[src/rtl/port_bitmap_allocator_core_defines.svh]
// Assertion macros for the port bitmap allocator.
// Included by the top level; expands to nothing when SYNTHESIS is defined.
`ifndef PORT_BITMAP_ALLOCATOR_CORE_DEFINES_SVH
`define PORT_BITMAP_ALLOCATOR_CORE_DEFINES_SVH

`ifndef SYNTHESIS
`define PBA_ASSERT(label, clk, rstn, prop, msg) \
  label: assert property (@(posedge clk) disable iff (!rstn) prop) else $error(msg);
`define PBA_ASSERT_NEXT(label, clk, rstn, ante, cons, msg) \
  label: assert property (@(posedge clk) disable iff (!rstn) (ante) |=> (cons)) else $error(msg);
`else
`define PBA_ASSERT(label, clk, rstn, prop, msg)
`define PBA_ASSERT_NEXT(label, clk, rstn, ante, cons, msg)
`endif

`endif

[src/rtl/pba_pkg.sv]
// Shared constants, codes and types of the port bitmap allocator.
// No dependencies; used by the interfaces, pba_word_scan and the allocator core.
package pba_pkg;

  localparam int PORT_W     = 16;
  localparam int CMD_W      = 2;
  localparam int STATUS_W   = 2;
  localparam int PORT_COUNT = 65536;
  localparam int WORD_BITS  = 32;
  localparam int MAP_WORDS  = (PORT_COUNT + WORD_BITS - 1) / WORD_BITS;
  localparam int WORD_IDX_W = $clog2(MAP_WORDS);
  localparam int BIT_IDX_W  = $clog2(WORD_BITS);
  localparam int CNT_W      = PORT_W + 1;
  localparam int TAIL_BITS  = PORT_COUNT - (MAP_WORDS - 1) * WORD_BITS;

  localparam logic [WORD_IDX_W-1:0] LAST_WORD = WORD_IDX_W'(MAP_WORDS - 1);
  localparam logic [WORD_BITS-1:0]  TAIL_MASK =
      {WORD_BITS{1'b1}} >> (WORD_BITS - TAIL_BITS);
  localparam logic [CNT_W-1:0]      PORT_LIMIT = CNT_W'(PORT_COUNT);

  localparam logic [PORT_W-1:0] LAST_RESET  = 16'd49151;
  localparam logic [PORT_W-1:0] FIRST_RESET = 16'd49152;

  localparam logic [CMD_W-1:0] CMD_ALLOC_DYN  = 2'd0;
  localparam logic [CMD_W-1:0] CMD_ALLOC_SPEC = 2'd1;
  localparam logic [CMD_W-1:0] CMD_FREE       = 2'd2;

  localparam logic [STATUS_W-1:0] STATUS_DONE    = 2'd0;
  localparam logic [STATUS_W-1:0] STATUS_IN_USE  = 2'd1;
  localparam logic [STATUS_W-1:0] STATUS_NO_PORT = 2'd2;

  typedef struct packed {
    logic [BIT_IDX_W-1:0] lo;
    logic                 hi_en;
    logic [BIT_IDX_W-1:0] hi;
    logic                 tail;
  } scan_ctl_t;

  typedef struct packed {
    logic                 found;
    logic [BIT_IDX_W-1:0] idx;
    logic [WORD_BITS-1:0] word_set;
  } scan_res_t;

endpackage

[src/rtl/pba_word_scan.sv]
// Free-bit search over one map word within lower, upper and tail bounds.
// Depends on pba_pkg.
module pba_word_scan (
  input  logic [pba_pkg::WORD_BITS-1:0] word_i,
  input  pba_pkg::scan_ctl_t            ctl_i,
  output pba_pkg::scan_res_t            res_o
);

  localparam int WB  = pba_pkg::WORD_BITS;
  localparam int BIW = pba_pkg::BIT_IDX_W;

  logic [WB-1:0]  lo_mask;
  logic [WB-1:0]  hi_mask;
  logic [WB-1:0]  tail_mask;
  logic [WB-1:0]  avail;
  logic [WB-1:0]  onehot;
  logic [BIW-1:0] idx;

  assign lo_mask   = {WB{1'b1}} << ctl_i.lo;
  assign hi_mask   = ctl_i.hi_en ? ~({WB{1'b1}} << ctl_i.hi) : {WB{1'b1}};
  assign tail_mask = ctl_i.tail ? pba_pkg::TAIL_MASK : {WB{1'b1}};
  assign avail     = ~word_i & lo_mask & hi_mask & tail_mask;
  assign onehot    = avail & (~avail + {{(WB-1){1'b0}}, 1'b1});

  always_comb begin
    idx = '0;
    for (int i = 0; i < WB; i++) begin
      if (onehot[i]) begin
        idx = idx | BIW'(i);
      end
    end
  end

  assign res_o.found    = |avail;
  assign res_o.idx      = idx;
  assign res_o.word_set = word_i | onehot;

endmodule

[config.mk]
export PLATFORM = sky130hd
export DESIGN_NAME = pba_word_scan
export DESIGN_NICKNAME = d
export VERILOG_FILES = /design/src/rtl/port_bitmap_allocator_core_defines.svh /design/src/rtl/pba_pkg.sv /design/src/rtl/pba_word_scan.sv
export SDC_FILE = /design/constraint.sdc
export NUM_CORES = 1
export LEC_CHECK = 0
export BUFFER_PORTS_ARGS = -buffer_cell sky130_fd_sc_hd__buf_2
export CORE_ASPECT_RATIO = 0.7
export CORE_UTILIZATION = 53
export DETAILED_ROUTE_END_ITERATION = 16
export GPL_TIMING_DRIVEN = 0
export PLACE_DENSITY = 0.91
export SYNTH_ARGS = -nofsm -noshare
export SYNTH_HDL_FRONTEND = slang
export SYNTH_SLANG_ARGS = --single-unit
export TNS_END_PERCENT = 100
[constraint.sdc]
create_clock -name vclk -period 4.3
set_input_delay 0.215 -clock vclk [all_inputs]
set_output_delay 0.215 -clock vclk [all_outputs]
set_load 0.005 [all_outputs]
# [Yosys cells after proc, flatten, opt, wreduce, memory -nomap -nowiden]
# Index checks and enable logic that the tools add are counted.
[totals] word_cells=43 regBits=0 input_bits=44
[classes] add_sub_neg=1 n_bitwise=7 reduce_logical=1 shifts=2 n_mux=32
[op_table] operator="32-bit AND" count=3
[op_table] operator="32-bit NOT" count=3
[op_table] operator="5-bit two-way mux" count=16
[op_table] operator="32-bit by 5-bit left shift with 32-bit output, first input constant" count=2
[op_table] operator="32-bit by 1-bit adder with 32-bit output, second input constant" count=1
[op_table] operator="32-bit two-way mux" count=1
[op_table] operator="4-bit two-way mux" count=8
[op_table] operator="32-bit bitwise OR" count=1
[op_table] operator="32-bit OR reduction" count=1
[op_table] operator="3-bit two-way mux" count=4
[op_table] operator="2-bit two-way mux" count=2
[op_table] operator="1-bit two-way mux" count=1

# [Longest topological paths before layout]
[logic_depth] ltp_word=38 depth_mapped=10 ltp_nobuf=8

# [Worst setup path after synthesis]
# No wires, ideal clock.
[synth_timing] path_type="input -> output" start="in ctl_i[3] (netlist name)" end="out res_o[32] (netlist name)" stages=9 path_slack_ps=1591 arrival_ps=2494 t_required_ps=4085 cell_sequence="buf_6 > nor4b_4 > nand2_1 > a31o_1 > nor4b_4 > nand3_1 > or4_1 > o211a_1 > nand4_1"
[synth_lines] item="from (decl)" line="pba_word_scan.sv:5" rtl="input pba_pkg::scan_ctl_t ctl_i,"
[synth_lines] item="to (decl)" line="pba_word_scan.sv:6" rtl="output pba_pkg::scan_res_t res_o"

==> run metrics <==
First-pass DRT Iterations=5; part of the power in registers=0%; final setup slack of the worst path=807 ps; netlist area before placement=1620 µm²; hold violation total from the final report=0; HPWL after detailed placement=4.98 mm; DIE HEIGHT=48.2 µm; crit-path max FO=10; number of different library cells in the post-synthesis netlist=59; Post-CTS Setup Inserts=0; internal power consumption=0.0000978 W; Die Footprint=3280 µm²; worst slew slack as a fraction of its limit=23.8%; Worst setup startpoint=ctl_i[2]; Detailed Route Iter0 Violations=317; Clock Power Share=0%; post-synth top area share=7.44%; number of gates resized after cts=0; Worst Min Path Start=word_i[25]; setup-violating endpoint count in the final report=0; Cell Chain, Critical Path=buf_2 > clkbuf_1 > o21ai_0 > a2111oi_0 > a21oi_1 > nor2b_1 > nand2_1 > nand2_1 > a211oi_1 > nand3_1 > buf_2; maximum resistive drop on vdd=~0.000065 V; antenna diode count=0; number of nets in the final layout=380; Req. time, crit path=4090 ps; maximum operating frequency=0.286 GHz; power dissipated by switching net loads=0.000145 W; RSZ-0062 raised after global routing=no; combinational power share=100.0%; final worst path period need=between 3000 and 4000 ps; final period utilization=between 80% and 90%; transition time at the pin with the least slew margin=1110 ps; overall global routing resource usage=a little under two fifths; P_leak=0.940 nW; clock buffer instance count of the final layout=0; average footprint of a synthesized cell=6.33 µm²; largest net degree at the start of global routing=11; hold-fix buffer count after cts=0; top-count cell post-synth=sky130_fd_sc_hd__nand2_1; Max Cap Violations=0; run status=finished, final reports clean; initial cell density of the core=56.8%; number of slew-limit violations in the final report=0; leftover overflow at the end of global routing=0; count of buffers from port buffering=79; CP startpoint kind=primary input; Pwr per Cell Area=118 nW/µm²; routed len/inst=16.6 µm; Top-Level Pins=82; weighted congestion reported at the end of routability-driven placement=0.984; Area Growth Syn to Fin=27.3%; net count after synthesis=299; number of core rows=16; register cell area after layout=0 µm²; ranking of synthesized cells by instance count=sky130_fd_sc_hd__nand2_1, sky130_fd_sc_hd__nor2_1, sky130_fd_sc_hd__o21ai_0; DR vias=2517; Die X-Extent=68.0 µm; classification of the worst-slack hold path=primary input to output pin; cell type contributing the most total cell area after synthesis=sky130_fd_sc_hd__nand2_1; count of flip-flops and latches=0; crit path to=res_o[33]; accumulated negative setup slack=0 ps; number of antenna violations at the first check in global routing=0; highest cell delay on the worst timing path=950 ps; cell count after synthesis=255; Worst setup EP type=output pin; share of the yosys chip area belonging to registers=0%; core region area=around 2800 µm²; share of total power consumed by net switching=between 50% and 60%; # DRC=0; yosys warns=0; fraction of layout instances using a drive strength above 1=roughly 30%; critical path class=primary input to output pin; wire length after detailed routing=between 6 and 7 mm; worst slack after detailed placement=963 ps; via/cell ratio=just under 7; antenna-violating nets left=0; dominant cells by area after synthesis=sky130_fd_sc_hd__nand2_1, sky130_fd_sc_hd__o21ai_0, sky130_fd_sc_hd__a21o_1, sky130_fd_sc_hd__nor2_1, sky130_fd_sc_hd__nand2b_1; via count of the first global-routing pass=1944; cell with the biggest individual delay on the critical path=sky130_fd_sc_hd__a2111oi_0; first-pass GRT wire length=9.09 mm; data arrival time of the critical path=~3300 ps
cells in the final DEF, fill, tap and decap left out, types with 2 or more instances in the layout:
cell type                   count
sky130_fd_sc_hd__clkbuf_1      16
sky130_fd_sc_hd__or2_2          6
sky130_fd_sc_hd__a21o_1        12
sky130_fd_sc_hd__o21bai_1       5
sky130_fd_sc_hd__nand4b_1       2
sky130_fd_sc_hd__a31o_2         6
sky130_fd_sc_hd__nor2b_1        3
sky130_fd_sc_hd__nor3_1         9
sky130_fd_sc_hd__buf_2         79
sky130_fd_sc_hd__o211a_1        3
sky130_fd_sc_hd__nor4b_4        2
sky130_fd_sc_hd__nand2b_1      11
sky130_fd_sc_hd__o211ai_1       7
sky130_fd_sc_hd__or3_1          6
sky130_fd_sc_hd__a41o_1         2
sky130_fd_sc_hd__a211oi_1       7
sky130_fd_sc_hd__and2_1         2
sky130_fd_sc_hd__a221oi_1       4
sky130_fd_sc_hd__nand3b_1       2
sky130_fd_sc_hd__nor2_1        19
sky130_fd_sc_hd__inv_1          3
sky130_fd_sc_hd__or4_1          3
sky130_fd_sc_hd__a21oi_1       10
sky130_fd_sc_hd__and3_1         5
sky130_fd_sc_hd__a2111oi_0      4
sky130_fd_sc_hd__o22ai_1        2
sky130_fd_sc_hd__o21ai_0       19
sky130_fd_sc_hd__nand3_1       12
sky130_fd_sc_hd__a31oi_1        2
sky130_fd_sc_hd__nor3b_1        2
sky130_fd_sc_hd__a31o_1         3
sky130_fd_sc_hd__a221o_1        4
sky130_fd_sc_hd__nand4_1        4
sky130_fd_sc_hd__nand2_1       32
final cells by class:
class	instances	area [µm²]
repair buffers	79	395
inverters	3	11.3
well taps	36	45.0
plain buffers	17	71.3
multi-input cells	235	1530
fillers	260	787
per-layer routing:
layer  vias up  GRT usage [%]  part of all wire [%]
li1       1172              -                     -
met1      1112           56.0                    44
met2       216           55.7                    39
met3        17           5.37                    14
met4         0           6.67                   2.7
met5         -              0                     0
how the worst min path moves through the flow:
stage / to / slack (ps) / cells after the start
2_1_floorplan: res_o[0] / 500 / 1
3_3_place_gp: res_o[25] / 690 / 3
3_5_place_dp: res_o[25] / 690 / 3
4_1_cts: res_o[25] / 690 / 3
5_1_grt: res_o[25] / 700 / 3
6_report: res_o[25] / 690 / 3
metrics by stage:
stage | utilization, % | instances | cell area (µm²) | hold slack, ps | total power [W]
after global routing | 72.3 | 370 | 2060 | 702 | 0.000266
after detailed placement | 72.3 | 370 | 2060 | 685 | 0.000234
after global placement | 72.3 | 370 | 2060 | 688 | 0.000232
final | 72.3 | 370 | 2060 | 689 | 0.000243
after floorplan | - | 255 | 1620 | 503 | 0.000147
after CTS | 72.3 | 370 | 2060 | 688 | 0.000235
worst max-delay path: cells and delay by family:
family,cells,cell delay (ps)
AO/OA/AOI/OAI,4,1770
AND/OR/NAND/NOR,4,620
buffers and inverters,3,680
cells by family (layout without fill, tap and decap cells):
family	Yosys count	after routing	share of synthesized area, %
AND/OR/NAND/NOR	130	130	46.8
buffers and inverters	20	99	5.11
AO/OA/AOI/OAI	105	105	48.1
power by group through the flow:
| stage | combinational, W | clock [W] | sequential, W |
|---|---|---|---|
| floorplan | 0.000147 | 0 | 0 |
| global placement | 0.000232 | 0 | 0 |
| detailed placement | 0.000234 | 0 | 0 |
| CTS | 0.000235 | 0 | 0 |
| global route | 0.000266 | 0 | 0 |
| finish | 0.000243 | 0 | 0 |
Power figures use the tool's default switching activity.
